**src/rtl/twce_pkg.sv**
```systemverilog
// Package for the text window cursor engine: state encoding, command codes,
// register indexes, control characters and sizing constants. No dependencies.
package twce_pkg;

    localparam int TAB_STOP    = 8;
    localparam int MAX_RESULTS = 24;

    localparam int K_W    = $clog2(TAB_STOP + 1);
    localparam int CNT_W  = $clog2(MAX_RESULTS + 1);

    typedef logic [2:0] t_cmd;
    localparam t_cmd CMD_WRITE  = 3'd0;
    localparam t_cmd CMD_SCROLL = 3'd1;
    localparam t_cmd CMD_BELL   = 3'd2;
    localparam t_cmd CMD_CURSOR = 3'd3;
    localparam t_cmd CMD_NOWIN  = 3'd4;

    typedef logic [2:0] t_cfg_idx;
    localparam t_cfg_idx CFG_WINDOW    = 3'd0;
    localparam t_cfg_idx CFG_ATTRIBUTE = 3'd1;
    localparam t_cfg_idx CFG_LEFT      = 3'd2;
    localparam t_cfg_idx CFG_TOP       = 3'd3;
    localparam t_cfg_idx CFG_LAST_COL  = 3'd4;
    localparam t_cfg_idx CFG_LAST_ROW  = 3'd5;

    localparam logic [7:0] CH_BELL  = 8'd7;
    localparam logic [7:0] CH_BS    = 8'd8;
    localparam logic [7:0] CH_TAB   = 8'd9;
    localparam logic [7:0] CH_LF    = 8'd10;
    localparam logic [7:0] CH_CR    = 8'd13;
    localparam logic [7:0] CH_SPACE = 8'd32;

    typedef enum logic [3:0] {
        S_IDLE,
        S_DISPATCH,
        S_NOWIN,
        S_BELL,
        S_LF_CHECK,
        S_WRAP,
        S_SCROLL,
        S_WRITE,
        S_CURSOR
    } t_state;

endpackage

```
**src/rtl/text_window_cursor_engine_core.sv**
```systemverilog
// Text window cursor engine: character in, console commands out.
// Depends on twce_pkg (constants, command codes, state type).
//
//  channel | direction | handshake                     | payload
//  --------+-----------+-------------------------------+----------------------------------
//  in      | request   | i_in_valid / o_in_stall       | i_char_code
//  out     | result    | o_out_valid / i_out_stall     | o_command, o_screen_column,
//          |           |                               | o_screen_row, o_cell_value,
//          |           |                               | o_last_of_run
//  cfg     | write     | i_cfg_we                      | i_cfg_index, i_cfg_data
//
// A request is taken only in the idle state; o_in_stall is high while the
// sequencer works on it. After dispatch, no-window ends in the no-window
// state; carriage return and backspace go to the cursor state, line feed via
// the line-feed check and bell via the bell state; a printing character
// takes one wrap, scroll, write and cursor pass, a tab one per space. Steps
// that emit wait while the result register is held by i_out_stall.
// Reset (synchronous, i_rst_n low) clears the cursor, the output register
// valid and loads the register defaults. Results beyond the per-character
// cap are dropped without waiting on the output side.
module text_window_cursor_engine_core (
    input  logic                  i_clk,
    input  logic                  i_rst_n,
    // request channel
    input  logic                  i_in_valid,
    output logic                  o_in_stall,
    input  logic [7:0]            i_char_code,
    // result channel
    output logic                  o_out_valid,
    input  logic                  i_out_stall,
    output twce_pkg::t_cmd        o_command,
    output logic [7:0]            o_screen_column,
    output logic [7:0]            o_screen_row,
    output logic [15:0]           o_cell_value,
    output logic                  o_last_of_run,
    // configuration write port
    input  logic                  i_cfg_we,
    input  twce_pkg::t_cfg_idx    i_cfg_index,
    input  logic [7:0]            i_cfg_data
);
    import twce_pkg::*;

    // configuration registers
    logic       r_window;
    logic [7:0] r_attr;
    logic [7:0] r_left;
    logic [7:0] r_top;
    logic [7:0] r_last_col;
    logic [7:0] r_last_row;

    // architectural cursor
    logic [7:0] r_cur_col, n_cur_col;
    logic [7:0] r_cur_row, n_cur_row;

    // sequencer working registers
    t_state            r_state, n_state;
    logic [7:0]        r_char, n_char;
    logic [8:0]        r_x, n_x;
    logic [8:0]        r_y, n_y;
    logic [K_W-1:0]    r_k, n_k;
    logic [CNT_W-1:0]  r_cnt, n_cnt;

    // output register
    logic        r_ovalid, n_ovalid;
    t_cmd        r_ocmd, n_ocmd;
    logic [7:0]  r_ocol, n_ocol;
    logic [7:0]  r_orow, n_orow;
    logic [15:0] r_ocell, n_ocell;
    logic        r_olast, n_olast;

    logic             out_free;
    logic             cap_open;
    logic             emit_ok;
    logic [7:0]       clamp_x;

    assign o_in_stall      = (r_state != S_IDLE);
    assign o_out_valid     = r_ovalid;
    assign o_command       = r_ocmd;
    assign o_screen_column = r_ocol;
    assign o_screen_row    = r_orow;
    assign o_cell_value    = r_ocell;
    assign o_last_of_run   = r_olast;

    // output register may take a new result when empty or being drained
    assign out_free  = !r_ovalid || !i_out_stall;
    // results past the cap are dropped, so such a step never waits
    assign cap_open  = (r_cnt < CNT_W'(MAX_RESULTS));
    assign emit_ok   = out_free || !cap_open;
    // cursor column clamped to the window for the hardware cursor
    assign clamp_x   = (r_x > {1'b0, r_last_col}) ? r_last_col : r_x[7:0];

    // configuration writes
    always_ff @(posedge i_clk) begin
        if (!i_rst_n) begin
            r_window   <= 1'b0;
            r_attr     <= 8'd7;
            r_left     <= 8'd0;
            r_top      <= 8'd0;
            r_last_col <= 8'd79;
            r_last_row <= 8'd24;
        end else if (i_cfg_we) begin
            unique case (i_cfg_index)
                CFG_WINDOW:    r_window   <= i_cfg_data[0];
                CFG_ATTRIBUTE: r_attr     <= i_cfg_data;
                CFG_LEFT:      r_left     <= i_cfg_data;
                CFG_TOP:       r_top      <= i_cfg_data;
                CFG_LAST_COL:  r_last_col <= i_cfg_data;
                CFG_LAST_ROW:  r_last_row <= i_cfg_data;
                default:       ;
            endcase
        end
    end

    // state register and control
    always_ff @(posedge i_clk) begin
        if (!i_rst_n) begin
            r_state   <= S_IDLE;
            r_cur_col <= '0;
            r_cur_row <= '0;
            r_ovalid  <= 1'b0;
            r_cnt     <= '0;
        end else begin
            r_state   <= n_state;
            r_cur_col <= n_cur_col;
            r_cur_row <= n_cur_row;
            r_ovalid  <= n_ovalid;
            r_cnt     <= n_cnt;
        end
    end

    // datapath registers, no reset needed
    always_ff @(posedge i_clk) begin
        r_char  <= n_char;
        r_x     <= n_x;
        r_y     <= n_y;
        r_k     <= n_k;
        r_ocmd  <= n_ocmd;
        r_ocol  <= n_ocol;
        r_orow  <= n_orow;
        r_ocell <= n_ocell;
        r_olast <= n_olast;
    end

    always_comb begin
        n_state   = r_state;
        n_cur_col = r_cur_col;
        n_cur_row = r_cur_row;
        n_char    = r_char;
        n_x       = r_x;
        n_y       = r_y;
        n_k       = r_k;
        n_cnt     = r_cnt;
        n_ovalid  = r_ovalid && i_out_stall;
        n_ocmd    = r_ocmd;
        n_ocol    = r_ocol;
        n_orow    = r_orow;
        n_ocell   = r_ocell;
        n_olast   = r_olast;

        unique case (r_state)
            S_IDLE: begin
                // capture the request and start from the stored cursor
                if (i_in_valid) begin
                    n_char  = i_char_code;
                    n_x     = {1'b0, r_cur_col};
                    n_y     = {1'b0, r_cur_row};
                    n_k     = K_W'(1);
                    n_cnt   = '0;
                    n_state = S_DISPATCH;
                end
            end

            S_DISPATCH: begin
                if (!r_window) begin
                    n_state = S_NOWIN;
                end else begin
                    unique case (r_char)
                        CH_CR: begin
                            n_x     = '0;
                            n_state = S_CURSOR;
                        end
                        CH_LF: begin
                            n_y     = r_y + 9'd1;
                            n_state = S_LF_CHECK;
                        end
                        CH_BS: begin
                            if (r_x != 9'd0) begin
                                n_x = r_x - 9'd1;
                            end
                            n_state = S_CURSOR;
                        end
                        CH_BELL: begin
                            n_state = S_BELL;
                        end
                        CH_TAB: begin
                            // spaces up to the next tab stop, then one print pass each
                            n_char  = CH_SPACE;
                            n_k     = K_W'(TAB_STOP) - K_W'(r_x[7:0] % TAB_STOP);
                            n_state = S_WRAP;
                        end
                        default: begin
                            n_state = S_WRAP;
                        end
                    endcase
                end
            end

            S_NOWIN: begin
                if (out_free) begin
                    n_ovalid = 1'b1;
                    n_ocmd   = CMD_NOWIN;
                    n_ocol   = '0;
                    n_orow   = '0;
                    n_ocell  = '0;
                    n_olast  = 1'b1;
                    n_state  = S_IDLE;
                end
            end

            S_BELL: begin
                if (emit_ok) begin
                    if (cap_open) begin
                        n_ovalid = 1'b1;
                        n_ocmd   = CMD_BELL;
                        n_ocol   = '0;
                        n_orow   = '0;
                        n_ocell  = '0;
                        n_olast  = 1'b0;
                        n_cnt    = r_cnt + CNT_W'(1);
                    end
                    n_state = S_CURSOR;
                end
            end

            S_LF_CHECK: begin
                if (r_y > {1'b0, r_last_row}) begin
                    if (emit_ok) begin
                        if (cap_open) begin
                            n_ovalid = 1'b1;
                            n_ocmd   = CMD_SCROLL;
                            n_ocol   = '0;
                            n_orow   = '0;
                            n_ocell  = {r_attr, CH_SPACE};
                            n_olast  = (r_cnt == CNT_W'(MAX_RESULTS - 1));
                            n_cnt    = r_cnt + CNT_W'(1);
                        end
                        n_y     = {1'b0, r_last_row};
                        n_state = S_CURSOR;
                    end
                end else begin
                    n_state = S_CURSOR;
                end
            end

            S_WRAP: begin
                // a pending wrap moves to the start of the next row
                if (r_x > {1'b0, r_last_col}) begin
                    n_x = '0;
                    n_y = r_y + 9'd1;
                end
                n_state = S_SCROLL;
            end

            S_SCROLL: begin
                if (r_y > {1'b0, r_last_row}) begin
                    if (emit_ok) begin
                        if (cap_open) begin
                            n_ovalid = 1'b1;
                            n_ocmd   = CMD_SCROLL;
                            n_ocol   = '0;
                            n_orow   = '0;
                            n_ocell  = {r_attr, CH_SPACE};
                            n_olast  = (r_cnt == CNT_W'(MAX_RESULTS - 1));
                            n_cnt    = r_cnt + CNT_W'(1);
                        end
                        n_y     = {1'b0, r_last_row};
                        n_state = S_WRITE;
                    end
                end else begin
                    n_state = S_WRITE;
                end
            end

            S_WRITE: begin
                if (emit_ok) begin
                    if (cap_open) begin
                        n_ovalid = 1'b1;
                        n_ocmd   = CMD_WRITE;
                        n_ocol   = r_left + r_x[7:0];
                        n_orow   = r_top + r_y[7:0];
                        n_ocell  = {r_attr, r_char};
                        n_olast  = (r_cnt == CNT_W'(MAX_RESULTS - 1));
                        n_cnt    = r_cnt + CNT_W'(1);
                    end
                    n_x     = r_x + 9'd1;
                    n_state = S_CURSOR;
                end
            end

            S_CURSOR: begin
                if (emit_ok) begin
                    if (cap_open) begin
                        n_ovalid = 1'b1;
                        n_ocmd   = CMD_CURSOR;
                        n_ocol   = r_left + clamp_x;
                        n_orow   = r_top + r_y[7:0];
                        n_ocell  = '0;
                        n_olast  = (r_k == K_W'(1)) ||
                                   (r_cnt == CNT_W'(MAX_RESULTS - 1));
                        n_cnt    = r_cnt + CNT_W'(1);
                    end
                    // commit the cursor; a column of 256 folds to 0
                    n_cur_col = r_x[7:0];
                    n_cur_row = r_y[7:0];
                    n_x       = {1'b0, r_x[7:0]};
                    n_y       = {1'b0, r_y[7:0]};
                    if (r_k == K_W'(1)) begin
                        n_state = S_IDLE;
                    end else begin
                        n_k     = r_k - K_W'(1);
                        n_state = S_WRAP;
                    end
                end
            end

            default: begin
                n_state = S_IDLE;
            end
        endcase
    end

endmodule
```
**config.mk**
```make
export PLATFORM = sky130hd
export DESIGN_NAME = text_window_cursor_engine_core
export DESIGN_NICKNAME = d
export VERILOG_FILES = /design/src/rtl/twce_pkg.sv /design/src/rtl/text_window_cursor_engine_core.sv
export SDC_FILE = /design/constraint.sdc
export NUM_CORES = 1
export LEC_CHECK = 0
export BUFFER_PORTS_ARGS = -buffer_cell sky130_fd_sc_hd__buf_2
export CAP_MARGIN = 15
export CORE_UTILIZATION = 30
export CTS_BUF_LIST = sky130_fd_sc_hd__clkbuf_4
export DETAILED_ROUTE_END_ITERATION = 16
export GPL_TIMING_DRIVEN = 1
export PLACE_DENSITY = 0.51
export SYNTH_ARGS = -nofsm -noshare
export SYNTH_HDL_FRONTEND = slang
export SYNTH_SLANG_ARGS = --single-unit
```
**constraint.sdc**
```tcl
create_clock -name i_clk -period 6.85 [get_ports i_clk]
set_input_delay 1.7125 -clock i_clk [delete_from_list [all_inputs] [get_ports i_clk]]
set_output_delay 1.7125 -clock i_clk [all_outputs]
set_load 0.02 [all_outputs]
```
* Word-level counts from Yosys, hierarchy flattened
Index checks and enable logic that the tools add are counted.
** Storage, ports and cells
- Logic and storage cells :: 215
- Flip-flop bits (word level) :: 133
** Operators by class
- Bitwise logic cells :: 1
- Muxes and demuxes :: 90
- Magnitude comparators :: 3
- Reductions and logical operators :: 47
- Equality and inequality tests :: 43
- Add/sub/neg operators :: 9
** Operators with widths (number)
- $mux 8 :: 17
- $mux 16 :: 8
- $mux 9 :: 12
- $pmux 9 s5 :: 2
- $pmux 16 s4 :: 1
- $mux 4 :: 12
- $pmux 8 s5 :: 1
- $mux 3 :: 11
- $eq 8x4->1 const B :: 4
- $pmux 4 s8 :: 1
- $pmux 8 s4 :: 1
- $reduce_and 8->1 :: 4
- $add 8x8->8 :: 3
- $pmux 4 s3 :: 2
- $ne 2x2->1 const B :: 11
- $mux 5 :: 4
- $reduce_bool 4->1 :: 5
- $add 9x1->9 const B :: 2
- $gt 9x8->1 :: 2
- $ne 2x1->1 const B :: 9
- $pmux 9 s2 :: 1
- $eq 4x3->1 const B :: 4
- $pmux 8 s2 :: 1
- $pmux 3 s5 :: 1
- other kinds (39) :: 74

* Longest topological paths before layout
- Word-level depth :: 6
- Mapped depth :: 15
- Gate-level depth less buffers :: 15

* Worst setup path before layout
OpenSTA, ideal clock, no wires.
- Kind :: input-to-reg
- Start point :: input port i_out_stall
- End point :: register r_y[0] (enable)
- Required time :: 6465 ps
- Cell stages on the path :: 5
- Buffers on the path :: 0
- Data arrival time :: 3003 ps
- Setup slack :: 3462 ps
- Cell sequence :: nand2_1 -> a21oi_1 -> o31ai_1 -> nand3_1 -> nor3b_1
** On the way
- Word-level cells in the longest chain between the ends :: 5
** RTL lines
- from (decl) :: line text_window_cursor_engine_core.sv:30 : input logic i_out_stall,
- $logic_not 1->1 :: line text_window_cursor_engine_core.sv:85 : assign out_free = !r_ovalid || !i_out_stall;
- $logic_or 1x1->1 :: line text_window_cursor_engine_core.sv:85
- $logic_or 1x1->1 :: line text_window_cursor_engine_core.sv:88 : assign emit_ok = out_free || !cap_open;
- $ne 2x1->1 (no line)
- $reduce_and 8->1 (no line)
- to (signal assigned) :: line text_window_cursor_engine_core.sv:135 : r_y <= n_y;
- to (decl) :: line text_window_cursor_engine_core.sv:59 : logic [8:0] r_y, n_y;
No other way between the ends.
A chain may end at the register's enable or synchronous reset.

* Worst setup path in the final report
- Start point :: register r_x[2]
- End point :: register r_ocol[6], in the netlist o_screen_column[6], data pin
** On the way
- Word-level cells in the longest chain between the ends :: 6
** RTL lines
- from (decl) :: line text_window_cursor_engine_core.sv:58 : logic [8:0] r_x, n_x;
- from (signal assigned) :: line text_window_cursor_engine_core.sv:134 : r_x <= n_x;
- $gt 9x8->1 :: line text_window_cursor_engine_core.sv:90 : assign clamp_x = (r_x > {1'b0, r_last_col}) ? r_last_col : r_x[7:0];
- $mux 8 :: line text_window_cursor_engine_core.sv:90
- $add 8x8->8 :: line text_window_cursor_engine_core.sv:305 : n_ocol = r_left + clamp_x;
- $mux 8 :: line text_window_cursor_engine_core.sv:302 : if (cap_open) begin
- $mux 8 :: line text_window_cursor_engine_core.sv:301 : if (emit_ok) begin
- $pmux 8 s5 (*) :: line text_window_cursor_engine_core.sv:160 : unique case (r_state)
- to (signal assigned) :: line text_window_cursor_engine_core.sv:138 : r_ocol <= n_ocol;
- to (decl) :: line text_window_cursor_engine_core.sv:66 : logic [7:0] r_ocol, n_ocol;
Every way passes the cells marked *; elsewhere a longest branch is shown, timed or not. The select of a mux whose other input is x is not followed.

==> impl_metrics.toml <==
[synthesis]
synth.avg_cell_area_um2 = 9.08
ys_top_cells_by_area = "edfxtp_1 28%, dfxtp_1 19%, nand2_1 8.2%, ha_1 6.3%, a21oi_1 5.0%"
synth_cells = 783
synth_warnings = 0
async_flop_share_pct = 0
post-synth-top-count-cell = "nand2_1"
synth_edf_count = 66
ys_seq_area_share_pct = 46.7
synth-seq-cells = 133
yosysTopAreaCell = "edfxtp_1"
syn_nets = 845
netlist_area_um2 = 7110
synth_top_area_share_pct = 27.9
synth_cell_types = 73
synth_commonest_cells = "155 x nand2_1, 71 x a21oi_1, 67 x dfxtp_1"
synth_ff_type = "dfxtp_1"

[drt]
via_per_inst = 5.00
wirelength_mm = 18.6
drt_iter0_markers = 492
ant_nets = 0
wl_per_cell_um = 16.0
first_pass_iters = 6
remaining_drc_errors = 0
dr_total_vias = 5822

[pwr]
combPwrFrac_pct = 23.5
seqPwrFrac_pct = 49.7
p_sw_share_pct = 35.3
p_sw_mw = 0.737
leakage_nw = 3.03
p_int_mw = 1.35
clockPowerShare_pct = 26.9
ir_drop_mv = 0.102
powerDensity_nw_per_um2 = 260

[grt]
first_global_vias = 5415
grt_first_pass_wirelength_mm = 29.6
antenna_found_initial = 1
gr-total-overflow = 0
grt_max_degree = 54
grt.total_usage_pct = 15.7

[die]
start_util_pct = 31.0
chipWidth_um = 156
pin_count = 62
rows = 55
die_h_um = 156
dieArea_um2 = 24300
core-area_um2 = 22900

[sta]
fin_crit_ns = 4.07
rsz0062_at_grt = "no"
hold_viol_final = 0
finalMaxSlewViolations = 0
fin_skew_ns = 0.0306
fin_setup_tns_ns = 0
tightest_slew_ns = 1.00
maxSlewHeadroom_pct = 32.5
fmax_ghz = 0.246
finalSetupViolCount = 0
period_share_pct = 59.4

[worst_setup_path]
crit_arrival_ns = 4.40
critPathKind = "reg2reg"
reg2reg_slack_ns = 2.78
path_max_fanout = 14
reg2reg_to = "o_screen_column[6]"
end_kind = "flip-flop"
reg2reg_depth = 14
crit_end = "o_screen_column[6]"
worstSetupStartpointType = "flip-flop"
cp-startpoint = "r_x[2]"
rr_startpoint = "r_x[2]"
cp.required_ns = 7.19

[cells_and_area]
area_growth_pct = 12.7
layout.nets = 899
layout.cells.non_filler = 1164
drive_gt1_share_pct = 13.2
largest_reg_flops = 16

[run_status]
outcome = "finished clean"

[worst_hold_path]
min_path_type = "reg2reg"

[run]
drv_cap = 0

[cts]
postCtsSetupBuffers = 0
cts_buffers = 17
cts_tree = "yes"
clock_latency_ns = 0.57
clock-sinks = 133
ctsResizeCount = 0
ctsHoldBuffers = 0
clk_pin_slew_worst_paths_ns = 0.15
clk_path_buf_depth = 2
cts_max_level = 4
cts-root-buf = "clkbuf_4"

[placed_design]
placed_cells = 1130
io_buffers = 61
gp_congestion = 0.851
dp_hpwl_mm = 13.5
how the worst min path moves through the flow:
| stage | to | cells after the start | slack (ns) | start |
|---|---|---|---|---|
| floorplan | r_attr[3] | 2 | 0.43 | r_attr[3] |
| global placement | r_attr[3] | 2 | 0.44 | r_attr[3] |
| detailed placement | r_attr[3] | 2 | 0.44 | r_attr[3] |
| CTS | r_attr[4] | 2 | 0.46 | r_attr[4] |
| global route | r_attr[5] | 2 | 0.47 | r_attr[5] |
| finish | r_attr[3] | 2 | 0.46 | r_attr[3] |
placed cells by master, fill, tap and decap left out, drive strengths merged, types with 5 or more instances in the layout:
cell type	Yosys	final
nand2	156	156
a21oi	71	71
buf	8	68
dfxtp	67	67
edfxtp	66	66
inv	40	48
nor2	42	42
o21ai	38	38
ha	36	36
and2	30	30
nand3	25	25
nor3	17	17
clkbuf	25	17
and3	14	14
nor2b	11	11
xor2	10	10
o211ai	9	9
xnor2	8	8
a22oi	8	8
a31oi	7	7
nand4	6	6
a211oi	5	5
o221ai	5	5
a21o	5	5
o21a	5	5
cell families after synthesis:
family	count (synthesis)	share of synthesized area, %
compound gates	183	16.2
xor+xnor	19	2.53
mux	6	1.06
flops	133	46.7
simple gates	330	22.5
buf+inv	74	4.12
fa+ha+maj	38	6.90
critical path: stages (launching register included):
cell and delay (ns):
edfxtp_1 0.58, ha_1 0.36, a211oi_1 0.24, o221ai_1 0.17, o2111ai_1 0.82, mux2_1 0.27
ha_1 0.18, inv_1 0.06, fa_1 0.37, nor2b_1 0.14, o21ai_0 0.11, a21oi_1 0.20
o21ai_0 0.11, a21boi_0 0.18, nor3_1 0.07
layer usage:
layer,vias up,track usage (%),wire length (um)
met5,-,0,0
met4,0,5.32,301
met3,18,2.81,731
met2,125,25.4,8790
met1,2766,21.0,8790
li1,2913,-,-
final cells by class:
type / count / area [um2]
Fill cell: 2369 / 14900
Sequential cell: 133 / 3320
Clock inverter: 15 / 166
Multi-Input combinational cell: 576 / 3490
Inverter: 41 / 154
Antenna cell: 1 / 2.50
Clock buffer: 17 / 128
Tap cell: 313 / 392
Timing Repair Buffer: 68 / 355
metrics by stage:
step | worst slack [ns] | area (um2) | utilization, % | total power, mW | hold WS, ns
3_3_place_gp | 2.87 | 7710 | 33.7 | 1.54 | 0.439
4_1_cts | 2.79 | 8010 | 34.9 | 2.11 | 0.461
6_report | 2.78 | 8010 | 35.0 | 2.09 | 0.459
3_5_place_dp | 2.77 | 7710 | 33.7 | 1.55 | 0.442
2_1_floorplan | 3.46 | 7110 | - | 1.38 | 0.432
5_1_grt | 2.35 | 8010 | 35.0 | 2.21 | 0.475
power groups by stage:
| stage | Combinational, mW | Clock, mW | Sequential (mW) |
|---|---|---|---|
| 3_3_place_gp | 0.488 | 0 | 1.06 |
| 3_5_place_dp | 0.488 | 0 | 1.06 |
| 6_report | 0.490 | 0.561 | 1.04 |
| 2_1_floorplan | 0.332 | 0 | 1.04 |
| 4_1_cts | 0.491 | 0.576 | 1.04 |
| 5_1_grt | 0.544 | 0.611 | 1.05 |
No activity file was read; power rests on OpenSTA's default activity.
